--- src/hdl/lsfp_pkg.sv ---
// Shared types, constants and helpers of the line sensor frame position block.
`default_nettype none
package lsfp_pkg;

    localparam int CHANNELS = 8;
    localparam int CH_W     = $clog2(CHANNELS);

    localparam logic [7:0] HDR_BYTE    = 8'hAA;
    localparam logic [7:0] CMD_GRAY    = 8'h80;
    localparam logic [7:0] CMD_BIN     = 8'h81;
    localparam logic [7:0] CMD_GRAY_LO = 8'h82;
    localparam logic [7:0] CMD_GRAY_HI = 8'h86;

    localparam logic [15:0]       MIN_START    = 16'd4095;
    localparam logic signed [17:0] CONTRAST_MIN = 18'sd500;
    localparam logic [9:0]        NORM_SCALE   = 10'd1000;
    localparam logic [6:0]        POS_LIMIT    = 7'd100;
    localparam logic [7:0]        NO_LINE      = 8'h80;
    localparam logic [15:0]       THIRD_RECIP  = 16'hAAAB;

    localparam logic KIND_GRAY = 1'b0;
    localparam logic KIND_BIN  = 1'b1;

    // divider widths: dividend up to 65535 * 1000, divisor up to 65535
    localparam int DIV_W  = 26;
    localparam int DSR_W  = 18;
    localparam int DCNT_W = $clog2(DIV_W + 1);

    localparam int QUEUE_DEPTH = 2;

    typedef enum logic [1:0] {
        PH_HEADER,
        PH_COMMAND,
        PH_GRAY,
        PH_BINARY
    } phase_t;

    typedef enum logic [3:0] {
        BK_IDLE,
        BK_SCAN,
        BK_CHECK,
        BK_NORM,
        BK_NWAIT,
        BK_POS,
        BK_PWAIT,
        BK_COUNT,
        BK_DONE
    } back_state_t;

    typedef struct packed {
        logic              kind;
        logic [7:0][15:0]  gray;
        logic [7:0]        bin;
    } frame_word_t;

    typedef struct packed {
        logic              frame_kind;
        logic [7:0]        line_position;
        logic              line_found;
        logic              line_found_count_rule;
        logic [7:0]        binary_bits;
    } result_t;

    function automatic logic signed [7:0] weight(input logic [CH_W-1:0] idx);
        logic signed [7:0] w;
        case (idx)
            3'd0:    w = -8'sd70;
            3'd1:    w = -8'sd57;
            3'd2:    w = -8'sd28;
            3'd3:    w = -8'sd14;
            3'd4:    w = 8'sd14;
            3'd5:    w = 8'sd28;
            3'd6:    w = 8'sd57;
            3'd7:    w = 8'sd70;
            default: w = 8'sd0;
        endcase
        return w;
    endfunction

endpackage
`default_nettype wire

--- src/hdl/lsfp_front.sv ---
// Frame parser: header and command decode, gray and binary capture.
`default_nettype none
module lsfp_front (
    input  wire logic                 clk,
    input  wire logic                 rst_n,
    input  wire logic                 rx_valid,
    input  wire logic [7:0]           rx_byte,
    input  wire logic                 q_full,
    output logic                      rx_stall,
    output logic                      q_push,
    output lsfp_pkg::frame_word_t     q_word
);
    import lsfp_pkg::*;

    phase_t      phase_reg, phase_next;
    logic [3:0]  byte_count_reg;
    logic [7:0]  frame_bytes_reg [2*CHANNELS];
    logic [7:0][15:0] gray_reg;
    logic [7:0]  bin_reg;
    logic        take;
    logic        gray_done;
    logic [7:0][15:0] gray_new;

    assign rx_stall = q_full;
    assign take     = rx_valid && !rx_stall;

    // next state
    always_comb
    begin
        phase_next = phase_reg;
        if (take)
        begin
            case (phase_reg)
                PH_HEADER:
                begin
                    if (rx_byte == HDR_BYTE)
                        phase_next = PH_COMMAND;
                end
                PH_COMMAND:
                begin
                    if (rx_byte inside {CMD_GRAY, [CMD_GRAY_LO:CMD_GRAY_HI]})
                        phase_next = PH_GRAY;
                    else if (rx_byte == CMD_BIN)
                        phase_next = PH_BINARY;
                    else
                        phase_next = PH_HEADER;
                end
                PH_GRAY:
                begin
                    if (byte_count_reg == 4'hF)
                        phase_next = PH_HEADER;
                end
                PH_BINARY: phase_next = PH_HEADER;
                default:   phase_next = PH_HEADER;
            endcase
        end
    end

    // assemble the gray values with the last byte in flight
    always_comb
    begin
        for (int i = 0; i < CHANNELS; i++)
            gray_new[i] = {frame_bytes_reg[2*i], frame_bytes_reg[2*i+1]};
        gray_new[CHANNELS-1][7:0] = rx_byte;
    end

    // outputs
    always_comb
    begin
        gray_done = 1'b0;
        q_push    = 1'b0;
        q_word    = '{kind: KIND_GRAY, gray: gray_reg, bin: bin_reg};
        case (phase_reg)
            PH_GRAY:
            begin
                gray_done = take && (byte_count_reg == 4'hF);
                q_push    = gray_done;
                q_word    = '{kind: KIND_GRAY, gray: gray_new, bin: bin_reg};
            end
            PH_BINARY:
            begin
                q_push = take;
                q_word = '{kind: KIND_BIN, gray: gray_reg, bin: rx_byte};
            end
            default: ;
        endcase
    end

    always_ff @(posedge clk or negedge rst_n)
    begin
        if (!rst_n)
        begin
            phase_reg      <= PH_HEADER;
            byte_count_reg <= '0;
            gray_reg       <= '0;
            bin_reg        <= '0;
        end
        else
        begin
            phase_reg <= phase_next;
            if (take && phase_reg == PH_COMMAND)
                byte_count_reg <= '0;
            else if (take && phase_reg == PH_GRAY)
                byte_count_reg <= byte_count_reg + 4'd1;
            if (gray_done)
                gray_reg <= gray_new;
            if (take && phase_reg == PH_BINARY)
                bin_reg <= rx_byte;
        end
    end

    always_ff @(posedge clk)
    begin
        if (take && phase_reg == PH_GRAY)
            frame_bytes_reg[byte_count_reg] <= rx_byte;
    end

endmodule
`default_nettype wire

--- src/hdl/lsfp_queue.sv ---
// Two-entry queue of completed frame words between parser and detector.
`default_nettype none
module lsfp_queue (
    input  wire logic                  clk,
    input  wire logic                  rst_n,
    input  wire logic                  push,
    input  wire lsfp_pkg::frame_word_t push_word,
    input  wire logic                  pop,
    output logic                       full,
    output logic                       empty,
    output lsfp_pkg::frame_word_t      head_word
);
    import lsfp_pkg::*;

    localparam int PTR_W = $clog2(QUEUE_DEPTH);

    frame_word_t       mem_reg [QUEUE_DEPTH];
    logic [PTR_W-1:0]  wr_ptr_reg;
    logic [PTR_W-1:0]  rd_ptr_reg;
    logic [PTR_W:0]    fill_reg;

    assign full      = (fill_reg == (PTR_W+1)'(QUEUE_DEPTH));
    assign empty     = (fill_reg == '0);
    assign head_word = mem_reg[rd_ptr_reg];

    always_ff @(posedge clk or negedge rst_n)
    begin
        if (!rst_n)
        begin
            wr_ptr_reg <= '0;
            rd_ptr_reg <= '0;
            fill_reg   <= '0;
        end
        else
        begin
            if (push)
                wr_ptr_reg <= wr_ptr_reg + 1'b1;
            if (pop)
                rd_ptr_reg <= rd_ptr_reg + 1'b1;
            if (push && !pop)
                fill_reg <= fill_reg + 1'b1;
            else if (pop && !push)
                fill_reg <= fill_reg - 1'b1;
        end
    end

    always_ff @(posedge clk)
    begin
        if (push)
            mem_reg[wr_ptr_reg] <= push_word;
    end

endmodule
`default_nettype wire

--- src/hdl/lsfp_div.sv ---
// Restoring divider, one quotient bit per cycle.
`default_nettype none
module lsfp_div (
    input  wire logic                        clk,
    input  wire logic                        rst_n,
    input  wire logic                        start,
    input  wire logic [lsfp_pkg::DIV_W-1:0]  dividend,
    input  wire logic [lsfp_pkg::DSR_W-1:0]  divisor,
    output logic                             done,
    output logic [lsfp_pkg::DIV_W-1:0]       quotient
);
    import lsfp_pkg::*;

    logic [DIV_W-1:0]  quo_reg;
    logic [DSR_W-1:0]  rem_reg;
    logic [DSR_W-1:0]  dsr_reg;
    logic [DCNT_W-1:0] cnt_reg;
    logic              busy_reg;
    logic              done_reg;
    logic [DSR_W:0]    shifted;
    logic              ge;
    logic [DSR_W:0]    diff;

    assign shifted  = {rem_reg, quo_reg[DIV_W-1]};
    assign ge       = shifted >= {1'b0, dsr_reg};
    assign diff     = shifted - {1'b0, dsr_reg};
    assign done     = done_reg;
    assign quotient = quo_reg;

    always_ff @(posedge clk or negedge rst_n)
    begin
        if (!rst_n)
        begin
            busy_reg <= 1'b0;
            done_reg <= 1'b0;
            cnt_reg  <= '0;
        end
        else
        begin
            done_reg <= 1'b0;
            if (start)
            begin
                busy_reg <= 1'b1;
                cnt_reg  <= DCNT_W'(DIV_W);
            end
            else if (busy_reg)
            begin
                cnt_reg <= cnt_reg - 1'b1;
                if (cnt_reg == DCNT_W'(1))
                begin
                    busy_reg <= 1'b0;
                    done_reg <= 1'b1;
                end
            end
        end
    end

    always_ff @(posedge clk)
    begin
        if (start)
        begin
            quo_reg <= dividend;
            rem_reg <= '0;
            dsr_reg <= divisor;
        end
        else if (busy_reg)
        begin
            quo_reg <= {quo_reg[DIV_W-2:0], ge};
            rem_reg <= ge ? diff[DSR_W-1:0] : shifted[DSR_W-1:0];
        end
    end

endmodule
`default_nettype wire

--- src/hdl/lsfp_back.sv ---
// Line detector sequencer: min/max scan, normalize, centroid, count rule.
`default_nettype none
module lsfp_back (
    input  wire logic                  clk,
    input  wire logic                  rst_n,
    input  wire logic                  q_empty,
    input  wire lsfp_pkg::frame_word_t q_word,
    input  wire logic [7:0]            channel_mask,
    input  wire logic                  res_stall,
    output logic                       q_pop,
    output logic                       res_valid,
    output lsfp_pkg::result_t          res_word
);
    import lsfp_pkg::*;

    back_state_t       state_reg, state_next;
    frame_word_t       word_reg;
    logic [CH_W-1:0]   idx_reg;
    logic [15:0]       lo_m_reg, hi_m_reg, lo_a_reg, hi_a_reg;
    logic [15:0]       span_reg;
    logic [14:0]       third_reg;
    logic              count_ok_reg;
    logic signed [20:0] sum_w_reg;
    logic [12:0]       sum_v_reg;
    logic [7:0]        pos_reg;
    logic [3:0]        cnt_reg;
    logic              res_valid_reg;
    result_t           res_word_reg;

    logic [15:0]        g_sel;
    logic               last;
    logic signed [17:0] span_m, span_a;
    logic [31:0]        third_prod;
    logic signed [18:0] term;
    logic [20:0]        abs_w;
    logic [6:0]         mag;
    logic               div_start;
    logic [DIV_W-1:0]   div_dividend;
    logic [DSR_W-1:0]   div_divisor;
    logic               div_done;
    logic [DIV_W-1:0]   div_q;

    assign g_sel      = word_reg.gray[idx_reg];
    assign last       = (idx_reg == CH_W'(CHANNELS-1));
    assign span_m     = $signed({2'b00, hi_m_reg}) - $signed({2'b00, lo_m_reg});
    assign span_a     = $signed({2'b00, hi_a_reg}) - $signed({2'b00, lo_a_reg});
    assign third_prod = span_a[15:0] * THIRD_RECIP;
    assign term       = $signed({1'b0, div_q[9:0]}) * weight(idx_reg);
    assign abs_w      = sum_w_reg[20] ? 21'(-sum_w_reg) : 21'(sum_w_reg);
    assign mag        = (div_q > DIV_W'(POS_LIMIT)) ? POS_LIMIT : div_q[6:0];

    lsfp_div u_div (
        .clk      (clk),
        .rst_n    (rst_n),
        .start    (div_start),
        .dividend (div_dividend),
        .divisor  (div_divisor),
        .done     (div_done),
        .quotient (div_q)
    );

    // next state
    always_comb
    begin
        state_next = state_reg;
        case (state_reg)
            BK_IDLE:  if (!q_empty && !res_valid_reg) state_next = BK_SCAN;
            BK_SCAN:  if (last) state_next = BK_CHECK;
            BK_CHECK: state_next = (span_m >= CONTRAST_MIN) ? BK_NORM : BK_COUNT;
            BK_NORM:
            begin
                if (channel_mask[idx_reg])
                    state_next = BK_NWAIT;
                else if (last)
                    state_next = BK_POS;
            end
            BK_NWAIT: if (div_done) state_next = last ? BK_POS : BK_NORM;
            BK_POS:   state_next = (sum_v_reg == '0) ? BK_COUNT : BK_PWAIT;
            BK_PWAIT: if (div_done) state_next = BK_COUNT;
            BK_COUNT: if (last) state_next = BK_DONE;
            BK_DONE:  state_next = BK_IDLE;
            default:  state_next = BK_IDLE;
        endcase
    end

    // outputs
    always_comb
    begin
        q_pop        = 1'b0;
        div_start    = 1'b0;
        div_dividend = DIV_W'(g_sel - lo_m_reg) * DIV_W'(NORM_SCALE);
        div_divisor  = DSR_W'(span_reg);
        case (state_reg)
            BK_IDLE: q_pop = !q_empty && !res_valid_reg;
            BK_NORM: div_start = channel_mask[idx_reg];
            BK_POS:
            begin
                div_start    = (sum_v_reg != '0);
                div_dividend = DIV_W'(abs_w[19:0]);
                div_divisor  = DSR_W'(sum_v_reg);
            end
            default: ;
        endcase
    end

    always_ff @(posedge clk or negedge rst_n)
    begin
        if (!rst_n)
        begin
            state_reg     <= BK_IDLE;
            res_valid_reg <= 1'b0;
        end
        else
        begin
            state_reg <= state_next;
            if (state_reg == BK_DONE)
                res_valid_reg <= 1'b1;
            else if (!res_stall)
                res_valid_reg <= 1'b0;
        end
    end

    always_ff @(posedge clk)
    begin
        case (state_reg)
            BK_IDLE:
            begin
                word_reg <= q_word;
                idx_reg  <= '0;
                lo_m_reg <= MIN_START;
                hi_m_reg <= '0;
                lo_a_reg <= MIN_START;
                hi_a_reg <= '0;
            end
            BK_SCAN:
            begin
                if (channel_mask[idx_reg])
                begin
                    if (g_sel < lo_m_reg) lo_m_reg <= g_sel;
                    if (g_sel > hi_m_reg) hi_m_reg <= g_sel;
                end
                if (g_sel < lo_a_reg) lo_a_reg <= g_sel;
                if (g_sel > hi_a_reg) hi_a_reg <= g_sel;
                idx_reg <= idx_reg + 1'b1;
            end
            BK_CHECK:
            begin
                span_reg     <= span_m[15:0];
                count_ok_reg <= (span_a >= CONTRAST_MIN);
                third_reg    <= third_prod[31:17];
                sum_w_reg    <= '0;
                sum_v_reg    <= '0;
                pos_reg      <= NO_LINE;
                cnt_reg      <= '0;
                idx_reg      <= '0;
            end
            BK_NORM:
            begin
                if (!channel_mask[idx_reg])
                    idx_reg <= idx_reg + 1'b1;
            end
            BK_NWAIT:
            begin
                if (div_done)
                begin
                    sum_w_reg <= sum_w_reg + 21'(term);
                    sum_v_reg <= sum_v_reg + 13'(div_q[9:0]);
                    idx_reg   <= idx_reg + 1'b1;
                end
            end
            BK_PWAIT:
            begin
                if (div_done)
                    pos_reg <= sum_w_reg[20] ? 8'(-{1'b0, mag}) : {1'b0, mag};
            end
            BK_COUNT:
            begin
                if (count_ok_reg && (g_sel - lo_a_reg) > {1'b0, third_reg})
                    cnt_reg <= cnt_reg + 4'd1;
                idx_reg <= idx_reg + 1'b1;
            end
            BK_DONE:
            begin
                res_word_reg.frame_kind            <= word_reg.kind;
                res_word_reg.line_position         <= pos_reg;
                res_word_reg.line_found            <= (pos_reg != NO_LINE);
                res_word_reg.line_found_count_rule <= (cnt_reg >= 4'd2);
                res_word_reg.binary_bits           <= word_reg.bin;
            end
            default: ;
        endcase
    end

    assign res_valid = res_valid_reg;
    assign res_word  = res_word_reg;

endmodule
`default_nettype wire

--- src/hdl/line_sensor_frame_position.sv ---
// Top level of the line sensor frame position block.
// Divider: the detector runs up to nine divisions per frame on one shared
//   26-step divider, one per enabled channel and one for the position.
// Throughput: one frame per detector pass; a two-word queue absorbs bursts.
// Reset: rst_n asynchronous, active low; parser waits for a header, stored
//   gray values and binary bits clear to zero, channel_mask returns to 0xFF.
`default_nettype none
module line_sensor_frame_position (
    input  wire logic              clk,
    input  wire logic              rst_n,
    // configuration: one register, written whenever the enable is high
    input  wire logic              channel_mask_we,
    input  wire logic [7:0]        channel_mask,
    // received byte channel
    input  wire logic              rx_valid,
    output logic                   rx_stall,
    input  wire logic [7:0]        rx_byte,
    // result channel
    output logic                   res_valid,
    input  wire logic              res_stall,
    output logic                   frame_kind,
    output logic signed [7:0]      line_position,
    output logic                   line_found,
    output logic                   line_found_count_rule,
    output logic [7:0]             binary_bits
);
    import lsfp_pkg::*;

    logic [7:0]  channel_mask_reg;
    logic        q_push, q_pop, q_full, q_empty;
    frame_word_t push_word, head_word;
    result_t     res_word;

    // hold the channel mask; the detector samples it while it runs
    always_ff @(posedge clk or negedge rst_n)
    begin
        if (!rst_n)
            channel_mask_reg <= 8'hFF;
        else if (channel_mask_we)
            channel_mask_reg <= channel_mask;
    end

    // front: parse bytes, push one word per completed frame
    lsfp_front u_front (
        .clk      (clk),
        .rst_n    (rst_n),
        .rx_valid (rx_valid),
        .rx_byte  (rx_byte),
        .q_full   (q_full),
        .rx_stall (rx_stall),
        .q_push   (q_push),
        .q_word   (push_word)
    );

    // decouple parser from detector
    lsfp_queue u_queue (
        .clk       (clk),
        .rst_n     (rst_n),
        .push      (q_push),
        .push_word (push_word),
        .pop       (q_pop),
        .full      (q_full),
        .empty     (q_empty),
        .head_word (head_word)
    );

    // back: run both line detections on each word
    lsfp_back u_back (
        .clk          (clk),
        .rst_n        (rst_n),
        .q_empty      (q_empty),
        .q_word       (head_word),
        .channel_mask (channel_mask_reg),
        .res_stall    (res_stall),
        .q_pop        (q_pop),
        .res_valid    (res_valid),
        .res_word     (res_word)
    );

    assign frame_kind            = res_word.frame_kind;
    assign line_position         = $signed(res_word.line_position);
    assign line_found            = res_word.line_found;
    assign line_found_count_rule = res_word.line_found_count_rule;
    assign binary_bits           = res_word.binary_bits;

endmodule
`default_nettype wire

--- config.mk ---
export PLATFORM = sky130hd
export DESIGN_NAME = line_sensor_frame_position
export DESIGN_NICKNAME = d
export VERILOG_FILES = /design/src/hdl/lsfp_pkg.sv /design/src/hdl/lsfp_front.sv /design/src/hdl/lsfp_queue.sv /design/src/hdl/lsfp_div.sv /design/src/hdl/lsfp_back.sv /design/src/hdl/line_sensor_frame_position.sv
export SDC_FILE = /design/constraint.sdc
export NUM_CORES = 2
export LEC_CHECK = 0
export BUFFER_PORTS_ARGS = -buffer_cell sky130_fd_sc_hd__buf_2
export CORE_ASPECT_RATIO = 1.75
export CORE_MARGIN = 2
export CORE_UTILIZATION = 25
export CTS_BUF_LIST = sky130_fd_sc_hd__clkbuf_2
export CTS_CLUSTER_DIAMETER = 60
export CTS_CLUSTER_SIZE = 14
export DETAILED_ROUTE_END_ITERATION = 8
export RECOVER_POWER = 25
export SLEW_MARGIN = 15
export SYNTH_ARGS = -nofsm -noshare
export SYNTH_HDL_FRONTEND = slang
export SYNTH_SLANG_ARGS = --single-unit
--- constraint.sdc ---
create_clock -name clk -period 16.6 [get_ports clk]
set_input_delay 0 -clock clk [delete_from_list [all_inputs] [get_ports clk]]
set_output_delay 0 -clock clk [all_outputs]
set_load 0.1 [all_outputs]
==> impl_metrics.csv <==
group,metric,value,unit
setup_path,arrival,10.38,ns
global_route,grt_pass1_wl,189,mm
routing,drt-initial-drc-count,1463,
floorplanning,rows,220,
floorplanning,die_w,347,um
floorplanning,die_area,210000,sq um
synthesis,synth_cell_types,79,
min_path,hold_class,"in2reg",
timing,tns,0,ns
finish,largest_reg_flops,274,
run,maxCapViolations,11,
place,gp_congestion,0.915,
synthesis,yosysWarnings,0,
finish,stdcell_count,7020,
floorplanning,initial_core_util,25.1,%
synthesis,synth_seq_area_share,52.0,%
clocking,hold_buffers,53,
synthesis,synth_top_area_share,42.9,%
setup_path,critPathLaunchType,"flop",
routing,wl_per_cell,17.5,um
timing,min_period,9.25,ns
setup_path,cp_data_required_time,17.73,ns
global_route,grt_overflow,0,
synthesis,synth.largest_area_cell,"edfxtp_1",
timing,hold_viol_final,0,
timing,slew_violations,374,
routing,viasPerCell,4.43,
timing,fin_skew,0.204,ns
clocking,cts.sinks,929,
timing,slew_headroom,-112,%
finish,drive_gt1_share,13.4,%
finish,final_cell_mix,"edfxtp_1 (737), nand2_1 (589), inv_1 (457)",
routing,drcViolationCount,0,
synthesis,synth-main-ff-cell,"edfxtp_1",
clocking,post_cts.repair.setup_buffers,0,
timing,finalSetupViolCount,0,
synthesis,synth-seq-cells,929,
clocking,cts-root-buf,"clkbuf_2",
clocking,clk_pin_slew,0.31,ns
setup_path,critPathMaxFanout,32,
synthesis,syn_area,51600,sq um
routing,via_count,31100,
synthesis,synth_edf_count,737,
finish,layout_commonest_cell,"edfxtp_1",
place,hpwl,89.0,mm
global_route,grt_start_max_net_pins,78,
synthesis,syn-num-nets,4784,
synthesis,synth_cells,4169,
floorplanning,die_h,605,um
clocking,cts_inserted_buffers,82,
timing,fmax,108,MHz
global_route,first_global_vias,32800,
routing,routed_wl,123,mm
floorplanning,coreArea,205000,sq um
routing,postRouteAntennaNets,0,
synthesis,ys_top_cells_by_area,"edfxtp_1 (43%), ha_1 (9.4%), fa_1 (8.0%), dfrtp_1 (7.7%), mux2_2 (6.4%)",
clocking,cts_resized,0,
timing,min_period_over_period,55.7,%
outcome,violations,"capacitance limit, slew limit",
timing,hold_ws,0.377,ns
timing,grt_setup_unrepaired,"false",
finish,fillerInstances,20900,
synthesis,synthArstFlopShare,17.9,%
clocking,clk_latency,1.43,ns
setup_path,path_class,"reg2reg",
clocking,cts_tree,"built",
place,dp_cells,6809,
place,io_buffers,41,
global_route,grt_usage,11.6,%
floorplanning,ios,42,
timing,tightest_slew,3.18,ns
finish,syn_to_final_growth,9.60,%
synthesis,avgSynthCellArea,12.4,sq um
outcome,outcome,"finished, violations left",
clocking,htreeDepth,3,
clocking,clockBufferDepth,3,
global_route,antenna_found_initial,6,
setup_path,endpoint_kind,"flop",
routing,dr.pass1.iters,7,
finish,fin_nets,4897,
## cells in the mapped netlist (12+ instances only)
cell / n
a21oi_1: 132
clkbuf_1: 109
nor2b_1: 28
and2_1: 56
o21ai_0: 109
mux2_2: 294
fa_1: 206
dfrtp_1: 158
xor2_1: 56
nor2_1: 171
and3_1: 19
xnor2_1: 107
mux4_2: 34
inv_1: 457
nand3_1: 40
a21o_1: 42
a31oi_1: 18
mux2i_1: 33
nand2b_1: 27
o31ai_1: 12
dfxtp_1: 26
o21a_1: 39
nand2_1: 590
nand4_1: 27
ha_1: 388
nor4_1: 16
a211oi_1: 18
edfxtp_1: 737
nor3_1: 55
or3_1: 12
## stage by stage
stage	area [sq um]	util, %	setup WS (ns)
4_1_cts	56600	27.6	7.33
2_1_floorplan	51600	-	0.793
5_1_grt	56500	27.6	6.84
3_3_place_gp	55200	26.9	7.55
3_5_place_dp	55200	26.9	7.35
6_report	56500	27.6	7.35
## routing by layer
| metal | vias to the layer above | part of all wire (%) | GRT usage, % |
|---|---|---|---|
| li1 | 14800 | - | - |
| met1 | 15500 | 36 | 11.8 |
| met2 | 532 | 57 | 23.5 |
| met3 | 224 | 2.6 | 1.18 |
| met4 | 6 | 4.1 | 5.07 |
| met5 | - | 0.033 | 0 |
## logic make-up (layout without fill, tap and decap cells)
family | after synthesis | after routing | share of synthesized area [%]
compound gates | 459 | 459 | 5.66
xor+xnor | 163 | 163 | 2.77
fa+ha+maj | 596 | 596 | 17.4
buf+inv | 584 | 767 | 4.29
flops | 929 | 929 | 52.0
mux | 363 | 363 | 8.62
other cells | 0 | 4 | 0
simple gates | 1075 | 1075 | 9.22
## worst max-delay path: stages (launching register included)
cell and delay, ns:
edfxtp_1 0.64, buf_4 0.69, mux4_2 0.59, mux2i_1 0.26, inv_1 0.23, ha_1 0.33
a21o_1 0.18, a21o_1 0.20, a31oi_1 0.37, nand2_1 0.12, xor2_1 0.62, xor2_1 0.35
ha_1 0.29, inv_1 0.07, fa_1 0.44, fa_1 0.52, fa_1 0.52, inv_1 0.04
ha_1 0.35, a21oi_1 0.14, o21ai_0 0.12, a211oi_1 0.61, o31ai_1 0.20, or4_1 0.46
and3_1 0.17, a211oi_1 0.21, xor2_1 0.18, o21ai_1 0.08
## worst paths after layout
check / startpoint / end / slack, ns / cells after the start
min in group asynchronous: rst_n / u_front.gray_reg[86] / 1.87 / 6
worst max register to register: u_back.idx_reg[0] / u_back.u_div.quotient[25] / 7.35 / 27
worst min register to register: u_front.frame_bytes_reg[6][0] / u_front.gray_reg[56] / 0.43 / 1
worst min-delay path: rx_byte[4] / u_front.phase_reg[1] / 0.38 / 6
worst max-delay path: u_back.idx_reg[0] / u_back.u_div.quotient[25] / 7.35 / 27
max in group asynchronous: rst_n / u_front.gray_reg[30] / 10.51 / 8
## area by class of cell
cell class	instances	area (sq um)	share of cell area, %
well taps	2664	3330	5.90
clock inverters	22	234	0.414
clock buffers	132	661	1.17
flip-flops and latches	929	26800	47.4
repair buffers	155	1130	2.01
multi-input cells	2656	22600	40.0
inverters	458	1720	3.04
diodes	4	10.0	0.0177
Power is not shown: default switching activity piles up to over one toggle a cycle in this logic, so the estimate is an artifact.
